### config.mk
export PLATFORM = sky130hd
export DESIGN_NAME = reliable_link_rx_classifier
export DESIGN_NICKNAME = d
export VERILOG_FILES = /design/src/design/rlrx_pkg.sv /design/src/design/rlrx_ram.sv /design/src/design/rlrx_front.sv /design/src/design/rlrx_cmd_fifo.sv /design/src/design/rlrx_back.sv /design/src/design/reliable_link_rx_classifier.sv
export SDC_FILE = /design/constraint.sdc
export NUM_CORES = 1
export LEC_CHECK = 0
export ABC_AREA = 1
export BUFFER_PORTS_ARGS = -buffer_cell sky130_fd_sc_hd__clkbuf_2
export CAP_MARGIN = 40
export CELL_PAD_IN_SITES_DETAIL_PLACEMENT = 0
export CELL_PAD_IN_SITES_GLOBAL_PLACEMENT = 1
export CORE_AREA = 10 10 318 320
export CTS_CLUSTER_SIZE = 24
export DETAILED_ROUTE_END_ITERATION = 16
export DIE_AREA = 0 0 328 330
export HOLD_SLACK_MARGIN = 0.15
export PLACE_DENSITY_LB_ADDON = 0.12
export SYNTH_ARGS = -nofsm -noshare
export SYNTH_HDL_FRONTEND = slang
export SYNTH_SLANG_ARGS = --single-unit
### constraint.sdc
create_clock -name clk -period 8.3 [get_ports clk]
set_clock_uncertainty 0.2 [all_clocks]
set_input_delay 0 -clock clk [delete_from_list [all_inputs] [get_ports clk]]
set_output_delay 0 -clock clk [all_outputs]
set_load 0.01 [all_outputs]
### src/design/rlrx_pkg.sv
// Shared types and constants for the reliable link receive classifier.
`default_nettype none
package rlrx_pkg;

    localparam int LEN_W = 12;
    localparam int SEQ_W = 16;
    localparam logic [LEN_W-1:0] MAX_PAYLOAD_RESET = 12'd596;

    localparam logic [2:0] TYPE_DATA  = 3'd0;
    localparam logic [2:0] TYPE_ACK   = 3'd1;
    localparam logic [2:0] TYPE_LAST  = 3'd2;
    localparam logic [2:0] TYPE_CTL   = 3'd3;
    localparam logic [2:0] TYPE_IC    = 3'd4;
    localparam logic [2:0] TYPE_CI    = 3'd5;

    localparam logic [1:0] HS_NONE = 2'd0;
    localparam logic [1:0] HS_IC   = 2'd1;
    localparam logic [1:0] HS_CI   = 2'd2;

    typedef enum logic [3:0] {
        ACT_GOODACK        = 4'd0,
        ACT_DUPACK         = 4'd1,
        ACT_STATS          = 4'd2,
        ACT_CTLOTHER       = 4'd3,
        ACT_LINKRESET      = 4'd4,
        ACT_CIIGNORED      = 4'd5,
        ACT_ACCEPT         = 4'd6,
        ACT_REACK          = 4'd7,
        ACT_DROP           = 4'd8,
        ACT_BAD            = 4'd9,
        ACT_CONNECT        = 4'd10,
        ACT_ICREPLY        = 4'd11,
        ACT_UNCONNIGNORED  = 4'd12,
        ACT_TXRECORDED     = 4'd13,
        ACT_TXFULL         = 4'd14,
        ACT_TXNOTCONNECTED = 4'd15
    } action_t;

    // Class of a received header while connected, in priority order.
    typedef enum logic [2:0] {
        KIND_ACK,
        KIND_CTL,
        KIND_LRESET,
        KIND_CIIGN,
        KIND_DATA,
        KIND_BAD
    } kind_t;

    typedef enum logic [1:0] {
        ST_IDLE,
        ST_EXEC,
        ST_TX,
        ST_ACK
    } back_state_t;

    typedef struct packed {
        logic             is_tx;
        kind_t            kind;
        logic             is_ic;
        logic             is_ci;
        logic             last_frag;
        logic             ctl_stats;
        logic             rdq_full;
        logic             ackq_full;
        logic [SEQ_W-1:0] seq;
    } cmd_t;

    typedef struct packed {
        action_t          action;
        logic [SEQ_W-1:0] ack_seqn;
        logic [1:0]       hs;
        logic [SEQ_W-1:0] tx_seqn;
        logic             fin;
        logic             conn;
    } res_t;

endpackage
`default_nettype wire

### src/design/rlrx_ram.sv
// Generic single-port-write RAM with registered read.
`default_nettype none
module rlrx_ram #(
    parameter int WIDTH = 16,
    parameter int DEPTH = 64,
    parameter int AW    = (DEPTH > 1) ? $clog2(DEPTH) : 1
) (
    input  wire logic             clk,
    input  wire logic             we,
    input  wire logic [AW-1:0]    waddr,
    input  wire logic [WIDTH-1:0] wdata,
    input  wire logic             re,
    input  wire logic [AW-1:0]    raddr,
    output logic      [WIDTH-1:0] rdata
);
    logic [WIDTH-1:0] mem [DEPTH];
    logic [WIDTH-1:0] rdata_reg;

    always_ff @(posedge clk)
    begin
        if (we)
        begin
            mem[waddr] <= wdata;
        end
        if (re)
        begin
            rdata_reg <= mem[raddr];
        end
    end

    assign rdata = rdata_reg;
endmodule
`default_nettype wire

### src/design/rlrx_front.sv
// Front end: takes headers, holds the payload limit, classifies into commands.
`default_nettype none
module rlrx_front (
    input  wire logic                      clk,
    input  wire logic                      rst_n,
    input  wire logic                      cfg_wr_en,
    input  wire logic [rlrx_pkg::LEN_W-1:0] cfg_wr_data,
    input  wire logic                      func,
    input  wire logic [31:0]               packet_header,
    input  wire logic [7:0]                first_payload_byte,
    input  wire logic                      read_queue_full,
    input  wire logic                      ack_queue_full,
    output rlrx_pkg::cmd_t                 cmd
);
    import rlrx_pkg::*;

    logic [LEN_W-1:0] max_len_reg;
    logic [LEN_W-1:0] len;
    logic [2:0]       ptype;
    logic             len_zero;
    logic             len_ok;

    always_ff @(posedge clk or negedge rst_n)
    begin
        if (!rst_n)
        begin
            max_len_reg <= MAX_PAYLOAD_RESET;
        end
        else if (cfg_wr_en)
        begin
            max_len_reg <= cfg_wr_data;
        end
    end

    assign len      = packet_header[LEN_W-1:0];
    assign ptype    = packet_header[14:12];
    assign len_zero = (len == '0);
    assign len_ok   = (len <= max_len_reg);

    always_comb
    begin
        cmd           = '0;
        cmd.is_tx     = func;
        cmd.is_ic     = (ptype == TYPE_IC);
        cmd.is_ci     = (ptype == TYPE_CI);
        cmd.last_frag = (ptype == TYPE_LAST);
        cmd.ctl_stats = (first_payload_byte == 8'd0);
        cmd.rdq_full  = read_queue_full;
        cmd.ackq_full = ack_queue_full;
        cmd.seq       = packet_header[31:16];
        if (ptype == TYPE_ACK && len_zero)
        begin
            cmd.kind = KIND_ACK;
        end
        else if (ptype == TYPE_CTL && len_ok)
        begin
            cmd.kind = KIND_CTL;
        end
        else if (ptype == TYPE_IC && len_zero)
        begin
            cmd.kind = KIND_LRESET;
        end
        else if (ptype == TYPE_CI && len_zero)
        begin
            cmd.kind = KIND_CIIGN;
        end
        else if ((ptype == TYPE_DATA || ptype == TYPE_LAST) && !len_zero && len_ok)
        begin
            cmd.kind = KIND_DATA;
        end
        else
        begin
            cmd.kind = KIND_BAD;
        end
    end
endmodule
`default_nettype wire

### src/design/rlrx_cmd_fifo.sv
// Two-entry command queue between front and back.
`default_nettype none
module rlrx_cmd_fifo (
    input  wire logic           clk,
    input  wire logic           rst_n,
    input  wire logic           push,
    input  wire rlrx_pkg::cmd_t push_cmd,
    input  wire logic           pop,
    output rlrx_pkg::cmd_t      head,
    output logic                full,
    output logic                empty
);
    import rlrx_pkg::*;

    cmd_t       slot_reg [2];
    logic       wr_ptr_reg, wr_ptr_next;
    logic       rd_ptr_reg, rd_ptr_next;
    logic [1:0] count_reg, count_next;

    assign full  = (count_reg == 2'd2);
    assign empty = (count_reg == 2'd0);
    assign head  = slot_reg[rd_ptr_reg];

    always_comb
    begin
        wr_ptr_next = push ? ~wr_ptr_reg : wr_ptr_reg;
        rd_ptr_next = pop ? ~rd_ptr_reg : rd_ptr_reg;
        count_next  = count_reg;
        if (push && !pop)
        begin
            count_next = count_reg + 2'd1;
        end
        else if (pop && !push)
        begin
            count_next = count_reg - 2'd1;
        end
    end

    always_ff @(posedge clk)
    begin
        if (push)
        begin
            slot_reg[wr_ptr_reg] <= push_cmd;
        end
    end

    always_ff @(posedge clk or negedge rst_n)
    begin
        if (!rst_n)
        begin
            wr_ptr_reg <= 1'b0;
            rd_ptr_reg <= 1'b0;
            count_reg  <= 2'd0;
        end
        else
        begin
            wr_ptr_reg <= wr_ptr_next;
            rd_ptr_reg <= rd_ptr_next;
            count_reg  <= count_next;
        end
    end
endmodule
`default_nettype wire

### src/design/rlrx_back.sv
// Back end: link state, outstanding table scans and the result register.
`default_nettype none
module rlrx_back #(
    parameter int ENTRIES = 64
) (
    input  wire logic           clk,
    input  wire logic           rst_n,
    input  wire logic           q_empty,
    input  wire rlrx_pkg::cmd_t q_head,
    output logic                q_pop,
    output logic                out_valid,
    input  wire logic           out_ready,
    output rlrx_pkg::res_t      res
);
    import rlrx_pkg::*;

    localparam int AW = (ENTRIES > 1) ? $clog2(ENTRIES) : 1;
    localparam int CW = $clog2(ENTRIES + 1);
    localparam logic [CW-1:0] SCAN_LAST = CW'(ENTRIES - 1);
    localparam logic [AW-1:0] IDX_LAST  = AW'(ENTRIES - 1);

    back_state_t        state_reg, state_next;
    cmd_t               cur_reg, cur_next;
    logic               conn_reg, conn_next;
    logic [SEQ_W-1:0]   exp_reg, exp_next;
    logic [SEQ_W-1:0]   ntx_reg, ntx_next;
    logic [ENTRIES-1:0] valid_reg, valid_next;
    logic [CW-1:0]      scan_reg, scan_next;
    logic [AW-1:0]      cmp_idx_reg, cmp_idx_next;
    logic               cmp_valid_reg, cmp_valid_next;
    logic               out_valid_reg, out_valid_next;
    res_t               res_reg, res_next;

    logic             out_free;
    logic             load;
    logic             ram_we, ram_re;
    logic [AW-1:0]    ram_waddr, ram_raddr;
    logic [SEQ_W-1:0] ram_rdata;

    rlrx_ram #(
        .WIDTH (SEQ_W),
        .DEPTH (ENTRIES),
        .AW    (AW)
    ) u_seq_ram (
        .clk   (clk),
        .we    (ram_we),
        .waddr (ram_waddr),
        .wdata (ntx_reg),
        .re    (ram_re),
        .raddr (ram_raddr),
        .rdata (ram_rdata)
    );

    assign out_free  = !out_valid_reg || out_ready;
    assign out_valid = out_valid_reg;
    assign res       = res_reg;

    always_comb
    begin
        logic [AW-1:0]    idx;
        logic [SEQ_W-1:0] diff;
        logic             hit;
        logic             last;
        res_t             r;

        state_next     = state_reg;
        cur_next       = cur_reg;
        conn_next      = conn_reg;
        exp_next       = exp_reg;
        ntx_next       = ntx_reg;
        valid_next     = valid_reg;
        scan_next      = scan_reg;
        cmp_idx_next   = cmp_idx_reg;
        cmp_valid_next = cmp_valid_reg;
        q_pop          = 1'b0;
        load           = 1'b0;
        ram_we         = 1'b0;
        ram_re         = 1'b0;
        ram_waddr      = scan_reg[AW-1:0];
        ram_raddr      = scan_reg[AW-1:0];
        idx            = scan_reg[AW-1:0];
        diff           = cur_reg.seq - exp_reg;
        hit            = cmp_valid_reg && valid_reg[cmp_idx_reg] && (ram_rdata == cur_reg.seq);
        last           = cmp_valid_reg && (cmp_idx_reg == IDX_LAST);

        r          = '0;
        r.action   = ACT_BAD;
        r.hs       = HS_NONE;
        r.conn     = conn_reg;

        case (state_reg)
            ST_IDLE:
            begin
                if (!q_empty)
                begin
                    q_pop          = 1'b1;
                    cur_next       = q_head;
                    scan_next      = '0;
                    cmp_valid_next = 1'b0;
                    state_next     = ST_EXEC;
                end
            end

            ST_EXEC:
            begin
                if (cur_reg.is_tx && conn_reg)
                begin
                    state_next = ST_TX;
                end
                else if (!cur_reg.is_tx && conn_reg && cur_reg.kind == KIND_ACK)
                begin
                    state_next = ST_ACK;
                end
                else if (out_free)
                begin
                    load       = 1'b1;
                    state_next = ST_IDLE;
                    if (cur_reg.is_tx)
                    begin
                        r.action = ACT_TXNOTCONNECTED;
                    end
                    else if (!conn_reg)
                    begin
                        if (cur_reg.is_ci)
                        begin
                            exp_next   = '0;
                            ntx_next   = '0;
                            valid_next = '0;
                            conn_next  = 1'b1;
                            r.conn     = 1'b1;
                            r.hs       = HS_CI;
                            r.action   = ACT_CONNECT;
                        end
                        else if (cur_reg.is_ic)
                        begin
                            r.hs     = HS_CI;
                            r.action = ACT_ICREPLY;
                        end
                        else
                        begin
                            r.action = ACT_UNCONNIGNORED;
                        end
                    end
                    else
                    begin
                        case (cur_reg.kind)
                            KIND_CTL:
                            begin
                                r.action = cur_reg.ctl_stats ? ACT_STATS : ACT_CTLOTHER;
                            end
                            KIND_LRESET:
                            begin
                                exp_next   = '0;
                                ntx_next   = '0;
                                valid_next = '0;
                                conn_next  = 1'b0;
                                r.conn     = 1'b0;
                                r.hs       = HS_IC;
                                r.action   = ACT_LINKRESET;
                            end
                            KIND_CIIGN:
                            begin
                                r.action = ACT_CIIGNORED;
                            end
                            KIND_DATA:
                            begin
                                // behind: signed distance to the expected sequence is negative
                                if (diff[SEQ_W-1] && !cur_reg.ackq_full)
                                begin
                                    r.ack_seqn = cur_reg.seq;
                                    r.action   = ACT_REACK;
                                end
                                else if (diff == '0 && !cur_reg.rdq_full
                                         && !cur_reg.ackq_full)
                                begin
                                    r.ack_seqn = cur_reg.seq;
                                    r.fin      = cur_reg.last_frag;
                                    exp_next   = cur_reg.seq + SEQ_W'(1);
                                    r.action   = ACT_ACCEPT;
                                end
                                else
                                begin
                                    r.action = ACT_DROP;
                                end
                            end
                            default:
                            begin
                                r.action = ACT_BAD;
                            end
                        endcase
                    end
                end
            end

            ST_TX:
            begin
                // walk the valid bits for the lowest free entry
                if (!valid_reg[idx])
                begin
                    if (out_free)
                    begin
                        ram_we          = 1'b1;
                        valid_next[idx] = 1'b1;
                        ntx_next        = ntx_reg + SEQ_W'(1);
                        r.tx_seqn       = ntx_reg;
                        r.action        = ACT_TXRECORDED;
                        load            = 1'b1;
                        state_next      = ST_IDLE;
                    end
                end
                else if (scan_reg == SCAN_LAST)
                begin
                    if (out_free)
                    begin
                        r.action   = ACT_TXFULL;
                        load       = 1'b1;
                        state_next = ST_IDLE;
                    end
                end
                else
                begin
                    scan_next = scan_reg + CW'(1);
                end
            end

            ST_ACK:
            begin
                // read one entry a cycle, compare it the cycle after
                if (hit)
                begin
                    if (out_free)
                    begin
                        valid_next[cmp_idx_reg] = 1'b0;
                        r.action   = ACT_GOODACK;
                        load       = 1'b1;
                        state_next = ST_IDLE;
                    end
                end
                else if (last)
                begin
                    if (out_free)
                    begin
                        r.action   = ACT_DUPACK;
                        load       = 1'b1;
                        state_next = ST_IDLE;
                    end
                end
                else
                begin
                    ram_re         = 1'b1;
                    cmp_idx_next   = idx;
                    cmp_valid_next = 1'b1;
                    scan_next      = scan_reg + CW'(1);
                end
            end

            default:
            begin
                state_next = ST_IDLE;
            end
        endcase

        res_next       = load ? r : res_reg;
        out_valid_next = load || (out_valid_reg && !out_ready);
    end

    always_ff @(posedge clk)
    begin
        cur_reg     <= cur_next;
        cmp_idx_reg <= cmp_idx_next;
        res_reg     <= res_next;
    end

    always_ff @(posedge clk or negedge rst_n)
    begin
        if (!rst_n)
        begin
            state_reg     <= ST_IDLE;
            conn_reg      <= 1'b0;
            exp_reg       <= '0;
            ntx_reg       <= '0;
            valid_reg     <= '0;
            scan_reg      <= '0;
            cmp_valid_reg <= 1'b0;
            out_valid_reg <= 1'b0;
        end
        else
        begin
            state_reg     <= state_next;
            conn_reg      <= conn_next;
            exp_reg       <= exp_next;
            ntx_reg       <= ntx_next;
            valid_reg     <= valid_next;
            scan_reg      <= scan_next;
            cmp_valid_reg <= cmp_valid_next;
            out_valid_reg <= out_valid_next;
        end
    end
endmodule
`default_nettype wire

### src/design/reliable_link_rx_classifier.sv
// Top level of the reliable link receive classifier.
//
//  channel  direction  handshake          payload
//  -------  ---------  -----------------  ---------------------------------------------
//  in       input      in_valid/in_ready  func, packet_header, first_payload_byte,
//                                         read_queue_full, ack_queue_full
//  out      output     out_valid/out_ready action, ack_seqn, handshake_send,
//                                         assigned_tx_seqn, final_fragment, link_connected
//  cfg      input      cfg_wr_en          cfg_wr_data (max_payload_bytes)
//
// The front decodes one header a cycle into a two-entry command queue while it has room.
// The back takes an item that needs no table access straight to its result; a sent-data
// item walks the outstanding table for its first free entry, and an ack while connected
// walks it for the entry that matches its sequence; both walk one entry a cycle, the ack
// walk through the table's RAM read port.
// Reset leaves the link unconnected with an empty table; no clearing pass is needed.
// A stalled output holds the back end; the front keeps filling the queue meanwhile.
`default_nettype none
module reliable_link_rx_classifier #(
    parameter int OUTSTANDING_ENTRIES = 64
) (
    input  wire logic        clk,
    input  wire logic        rst_n,
    input  wire logic        cfg_wr_en,
    input  wire logic [11:0] cfg_wr_data,
    input  wire logic        in_valid,
    output logic             in_ready,
    input  wire logic        func,
    input  wire logic [31:0] packet_header,
    input  wire logic [7:0]  first_payload_byte,
    input  wire logic        read_queue_full,
    input  wire logic        ack_queue_full,
    output logic             out_valid,
    input  wire logic        out_ready,
    output logic [3:0]       action,
    output logic [15:0]      ack_seqn,
    output logic [1:0]       handshake_send,
    output logic [15:0]      assigned_tx_seqn,
    output logic             final_fragment,
    output logic             link_connected
);
    import rlrx_pkg::*;

    cmd_t front_cmd;
    cmd_t q_head;
    res_t res;
    logic q_full;
    logic q_empty;
    logic q_pop;
    logic q_push;

    assign in_ready = !q_full;
    assign q_push   = in_valid && !q_full;

    rlrx_front u_front (
        .clk                (clk),
        .rst_n              (rst_n),
        .cfg_wr_en          (cfg_wr_en),
        .cfg_wr_data        (cfg_wr_data),
        .func               (func),
        .packet_header      (packet_header),
        .first_payload_byte (first_payload_byte),
        .read_queue_full    (read_queue_full),
        .ack_queue_full     (ack_queue_full),
        .cmd                (front_cmd)
    );

    rlrx_cmd_fifo u_cmd_fifo (
        .clk      (clk),
        .rst_n    (rst_n),
        .push     (q_push),
        .push_cmd (front_cmd),
        .pop      (q_pop),
        .head     (q_head),
        .full     (q_full),
        .empty    (q_empty)
    );

    rlrx_back #(
        .ENTRIES (OUTSTANDING_ENTRIES)
    ) u_back (
        .clk       (clk),
        .rst_n     (rst_n),
        .q_empty   (q_empty),
        .q_head    (q_head),
        .q_pop     (q_pop),
        .out_valid (out_valid),
        .out_ready (out_ready),
        .res       (res)
    );

    assign action           = res.action;
    assign ack_seqn         = res.ack_seqn;
    assign handshake_send   = res.hs;
    assign assigned_tx_seqn = res.tx_seqn;
    assign final_fragment   = res.fin;
    assign link_connected   = res.conn;
endmodule
`default_nettype wire
==> impl_metrics.ini, run 1 <==
[global_route]
overflow = 0
busiest_layer = met2
grt_pass1_vias = 33710
grt.met2_usage = 0.446
antenna_found_initial = 2
grt_use_total = 0.273
grt_start_max_net_pins = 75
use_met3 = 0.0462
grt_first_pass_wirelength_um = 220000
use_met1 = 0.371

[layout]
layout.nets = 4421
syn_to_final_growth_pct = 15.2
nFillCells = 7056
final_cells = 5704
n_antenna_cell = 0
largest_reg_flops = 1024
drive_above_1_share = 0.127

[logic_synthesis]
synth_fp_nets = 4146
ys_top_cells_by_area = edfxtp_1, nand2_1, dfrtp_1
yosysSeqAreaShare = 0.726
ys_warn_count = 0
synth_edf_count = 1164
ys.flop_type = edfxtp_1
synth_area_per_cell_um2 = 12.9
async_flop_share = 0.0963
synthesis.instances = 4054
synth.distinct_cells = 54
syn_area_um2 = 52500
synth_common_cells = edfxtp_1, nand2_1, inv_1
synth_top_area_cell = edfxtp_1
synth_most_common_cell = edfxtp_1
ys_seq_elements = 1288
netlist.area_leader.share = 0.666

[routing]
drt-initial-drc-count = 4135
vias = 35162
postRouteAntennaNets = 0
wl_per_cell_um = 26.2
first_pass_iters = 7
drc = 0
via_per_inst = 6.16
drt-total-wl_um = 150000

[sta]
fmax_ghz = 0.200
finalMaxSlewViolations = 0
slew_headroom = 0.293
setup_tns_ns = 0
hold_ws_ns = 0.191
setup_ws_ns = 3.30
setup_viol = 0
worst_pin_slew_ns = 1.06
rsz0062_at_grt = no
fin_crit_sh = 0.602
finalHoldViolations = 0
period_needed_ns = 5.00

[floorplan]
ios = 102
core_um2 = 94600
die_height_um = 330
start_util = 0.555
fp.dieW_um = 328
dieArea_um2 = 108000
rows = 113

[power]
leakage_nw = 17.7
cellPowerDensity_nw_per_um2 = 215
peakVddDrop_uv = 219

[placement]
port_buffers = 100
dp_cells = 5346
place_ws_ns = 3.42
place_congestion = 0.873
dpl.hpwl_um = 86500

[clock_tree]
clk_pin_slew_ns = 0.06
clock_path_buffers = 3
cts_buffers = 134
cts.sinks = 1288
cts.htree.levels = 4
cts.root.buffer_cell = clkbuf_16
cts_tree = done
cts_setup_buffers = 0
insertion_delay_ns = 0.75

[critical_path]
worstSetupEndpointType = register
cp_data_arrival_time_ns = 5.25
required_ns = 8.55
worst-path-max-fanout = 68
worst_setup_path_start_kind = register
critical_path_class = reg -> reg

[hold_path]
hold_class = in -> reg

[outcome]
status = completed

[job]
drv_cap = 0
==> worst paths after layout <==
kind,startpoint,endpoint,slack [ns],cells past startpoint
max in group asynchronous,rst_n,u_back.ntx_reg[11]$_DFFE_PN0P_,6.96,4
setup / recovery,u_back.scan_reg[1]$_DFFE_PN0P_,u_back.u_seq_ram.mem[21][3]$_DFFE_PP_,3.30,13
setup reg to reg,u_back.scan_reg[1]$_DFFE_PN0P_,u_back.u_seq_ram.mem[21][3]$_DFFE_PP_,3.30,13
hold / removal,packet_header[0],u_cmd_fifo.slot_reg[1][22]$_DFFE_PP_,0.19,6
hold reg to reg,u_back.valid_reg[24]$_DFFE_PN0P_,u_back.valid_reg[24]$_DFFE_PN0P_,0.27,2
min in group asynchronous,rst_n,u_back.valid_reg[30]$_DFFE_PN0P_,0.23,4
==> power by group <==
part | internal, mW | total, mW | switching (mW)
logic | 0.0834 | 0.198 | 0.114
clock network | 3.22 | 5.72 | 2.50
registers | 7.06 | 7.09 | 0.0221
total | 10.4 | 13.0 | 2.64
==> area by class of cell <==
class | instances | area, µm² | area share
inverters | 270 | 1050 | 0.0174
clock inverters | 78 | 636 | 0.0105
clock buffers | 168 | 3550 | 0.0588
well taps | 1265 | 1580 | 0.0262
repair buffers | 352 | 2770 | 0.0458
multi-input cells | 2283 | 12800 | 0.211
flip-flops and latches | 1288 | 38100 | 0.630
==> timing repair <==
item,CTS,global route
hold buffers,112,0
resized for setup,0,0
endpoints found under the hold margin,350,0
==> metal layers <==
layer	wire length, µm	part of all wire	vias to the layer above
met5	0	0	-
met2	71900	0.48	1629
met4	4620	0.031	0
li1	-	-	15640
met1	60800	0.41	17606
met3	12300	0.082	287
==> cells in the final DEF, fill, tap and decap left out, drive strengths merged, types with 27 or more instances in the layout <==
cell type and instances:
a22oi 173, nand4 153, xor2 27, edfxtp 1164, nor3 89, dlygate4sd3 111
o22ai 39, inv 270, a221oi 159, o21ai 84, nand3 225, buf 142
a22o 92, dfrtp 120, ha 31, nor2 147, nand2 913, a21oi 50
clkinv 70, clkbuf 267
==> logic make-up after synthesis <==
logic type	Yosys count	synth area share
buffers and inverters	483	0.0381
AND/OR/NAND/NOR	1575	0.132
adder cells (fa/ha/maj)	32	0.00778
multiplexers	1	0.000215
XOR/XNOR	32	0.00534
AO/OA/AOI/OAI	643	0.0909
flip-flops	1288	0.726
==> stage by stage <==
| stage | power, mW | util | cell area [µm²] |
|---|---|---|---|
| after floorplan | 7.30 | - | 52500 |
| after CTS | 13.1 | 0.639 | 60400 |
| final | 13.0 | 0.639 | 60400 |
| after global placement | 7.36 | 0.581 | 54900 |
| after detailed placement | 7.37 | 0.583 | 55100 |
| after global routing | 13.3 | 0.639 | 60400 |
==> worst max-delay path, cell delays in order (launching register included) <==
cell and delay (ns):
dfrtp_1 0.53, inv_2 0.15, nand3_2 0.29, buf_4 0.41
inv_6 0.34, nand2_1 0.15, nand4_1 0.10, nand2_1 0.09
nand2_1 0.07, nor2_2 0.17, nand3_4 0.52, buf_4 0.50
nor3_2 0.76, buf_4 0.33
Power figures use the tool's default switching activity.
==> run 2: changes to the inputs <==
ABC_AREA = 0   (was 1)
CORE_AREA = 10 10 317 319   (was 10 10 318 320)
DIE_AREA = 0 0 327 329   (was 0 0 328 330)
clock period = 4.7 ns   (was 8.3 ns; I/O delays follow)
==> impl_metrics.ini, run 2 <==
[clock_tree]
ctsResizeCount = 0
cts.sinks = 1288
cts.root.buffer_cell = clkbuf_16
cts_tree = done
insertion_delay_ns = 0.77
cts_hold_buf = 113
clk_pin_slew_ns = 0.06
cts.htree.levels = 4
clock_path_buffers = 3
cts_buffers = 132
cts_setup_buffers = 0

[sta]
finalHoldViolations = 0
worst_pin_slew_ns = 0.959
setup_tns_ns = 0
period_needed_ns = 4.27
slew_headroom = 0.360
rsz0062_at_grt = no
fmax_ghz = 0.234
finalMaxSlewViolations = 0
hold_ws_ns = 0.215
setup_ws_ns = 0.432
setup_viol = 0
fin_crit_sh = 0.908

[critical_path]
critical_path.n_buffers_inverters = 1
critPathTopFamily = simple AND/OR/NAND/NOR gates
cp_data_arrival_time_ns = 4.74
worst_setup_path_start_kind = register
required_ns = 5.17
cp_common_cell = a21oi_1
max_stage_delay_ns = 0.91
r2r_cells = 10
cpMaxStageDelayCell = dfrtp_1
worstSetupEndpointType = register
critical_path_class = reg -> reg
worst-path-max-fanout = 16
critical_path_depth = 10
crit_chain = nor3b_2 -> a22o_1 -> o31ai_1 -> nand3_1 -> nor3_2 -> a21oi_2 -> nor4b_1 -> buf_4 -> a21oi_1 -> a21oi_1

[routing]
first_pass_iters = 6
drt-total-wl_um = 154000
vias = 32124
postRouteAntennaNets = 0
wl_per_cell_um = 31.4
drt-initial-drc-count = 4184
drc = 0
via_per_inst = 6.57

[hold_path]
hold_path_depth = 5
hold_class = in -> reg

[layout]
syn_to_final_growth_pct = 17.3
drive_above_1_share = 0.181
nFillCells = 6812
final_common_cell = edfxtp_1
layout_common_cells = edfxtp_1, a22oi_1, buf_4
layout.nets = 3611
utilization = 0.629
ff_latch_area_um2 = 38100
largest_reg_flops = 1024
multi_input_area_um2 = 11800

[floorplan]
die_height_um = 329
fp.dieW_um = 327
start_util = 0.536
rows = 113
core_um2 = 94300
ios = 102
dieArea_um2 = 108000

[logic_synthesis]
yosysSeqAreaShare = 0.753
synth_top_area_cell = edfxtp_1
synth.distinct_cells = 80
synthesis.instances = 3160
synth_area_per_cell_um2 = 16.0
syn_area_um2 = 50500
synth_common_cells = edfxtp_1, a22oi_1, clkbuf_1
synth_most_common_cell = edfxtp_1
ys_warn_count = 0
ys_top_cells_by_area = edfxtp_1, dfrtp_1, a22oi_1
ys.flop_type = edfxtp_1
synth_fp_nets = 3252
synth_edf_count = 1164
async_flop_share = 0.0963
ys_seq_elements = 1288
netlist.area_leader.share = 0.692

[power]
cellPowerDensity_nw_per_um2 = 536
leakage_nw = 20.1
peakVddDrop_uv = 431

[global_route]
grt_pass1_vias = 31581
grt_use_total = 0.281
antenna_found_initial = 5
grt_first_pass_wirelength_um = 220000
overflow = 0
grt_start_max_net_pins = 88

[placement]
port_buffers = 100
dpl.hpwl_um = 90800
place_ws_ns = 0.479
place_congestion = 0.963

[job]
drv_cap = 0

[outcome]
status = completed
[run 2: changes by cell type in the layout (fill, tap and decap cells not counted), sizes merged, moves of 74 or more]
cell   before  now
a22oi     173  331
nand2     913   78
nand4     153   49
nand3     225   49
buf       142  216
a31oi      11   95
inv       270   60
[run 2: worst min-delay path: stages]
cell and delay, ns:
dlygate4sd3_1 0.57, clkbuf_2 0.13, nor2b_1 0.11, o221ai_1 0.20, o21ai_0 0.10
[run 2: cells by family after synthesis]
logic type	count (synthesis)	share of synthesized area
xor+xnor	51	0.00884
fa+ha+maj	32	0.00807
simple gates	506	0.0528
buf+inv	254	0.0199
flops	1288	0.753
mux	74	0.0186
compound gates	955	0.139
[run 2: layout make-up]
class,instances,area share
clock inverter,62,0.00935
inverter,50,0.00317
antenna,2,0.0000844
timing repair buffer,429,0.0603
clock buffer,176,0.0597
multi-input combinational,1618,0.198
sequential,1288,0.642
tap,1265,0.0267
[run 2: path summary, 6_finish.rpt]
kind	from	to	slack, ns
min in group asynchronous	rst_n	u_back.valid_reg[17]$_DFFE_PN0P_	0.63
min	out_ready	u_back.state_reg[0]$_DFFE_PN0P_	0.22
max in group asynchronous	rst_n	u_back.ntx_reg[3]$_DFFE_PN0P_	2.23
min reg2reg	u_cmd_fifo.count_reg[1]$_DFFE_PN0P_	u_cmd_fifo.count_reg[1]$_DFFE_PN0P_	0.31
max	u_back.scan_reg[0]$_DFFE_PN0P_	u_back.valid_reg[31]$_DFFE_PN0P_	0.43
max reg2reg	u_back.scan_reg[0]$_DFFE_PN0P_	u_back.valid_reg[31]$_DFFE_PN0P_	0.43
[run 2: report_power, final]
part | switching [mW] | internal [mW] | leakage, nW
registers | 0.527 | 13.4 | 12.7
clock network | 4.34 | 5.71 | 1.98
logic | 5.31 | 2.51 | 5.47
[run 2: metrics by stage]
step                instances  total power, mW  instance area, µm²
floorplan                3160             18.1               50500
global placement         4530             21.6               53900
detailed placement       4535             21.7               54000
CTS                      4886             31.8               59300
global route             4888             32.9               59300
finish                   4890             31.8               59300
[run 2: layer usage]
layer | vias to the layer above | track usage | routed length (µm)
met5 | - | 0 | 14
met4 | 2 | 0.113 | 5750
met3 | 283 | 0.0573 | 14500
met2 | 1704 | 0.438 | 72100
met1 | 16472 | 0.387 | 61100
li1 | 13663 | - | -
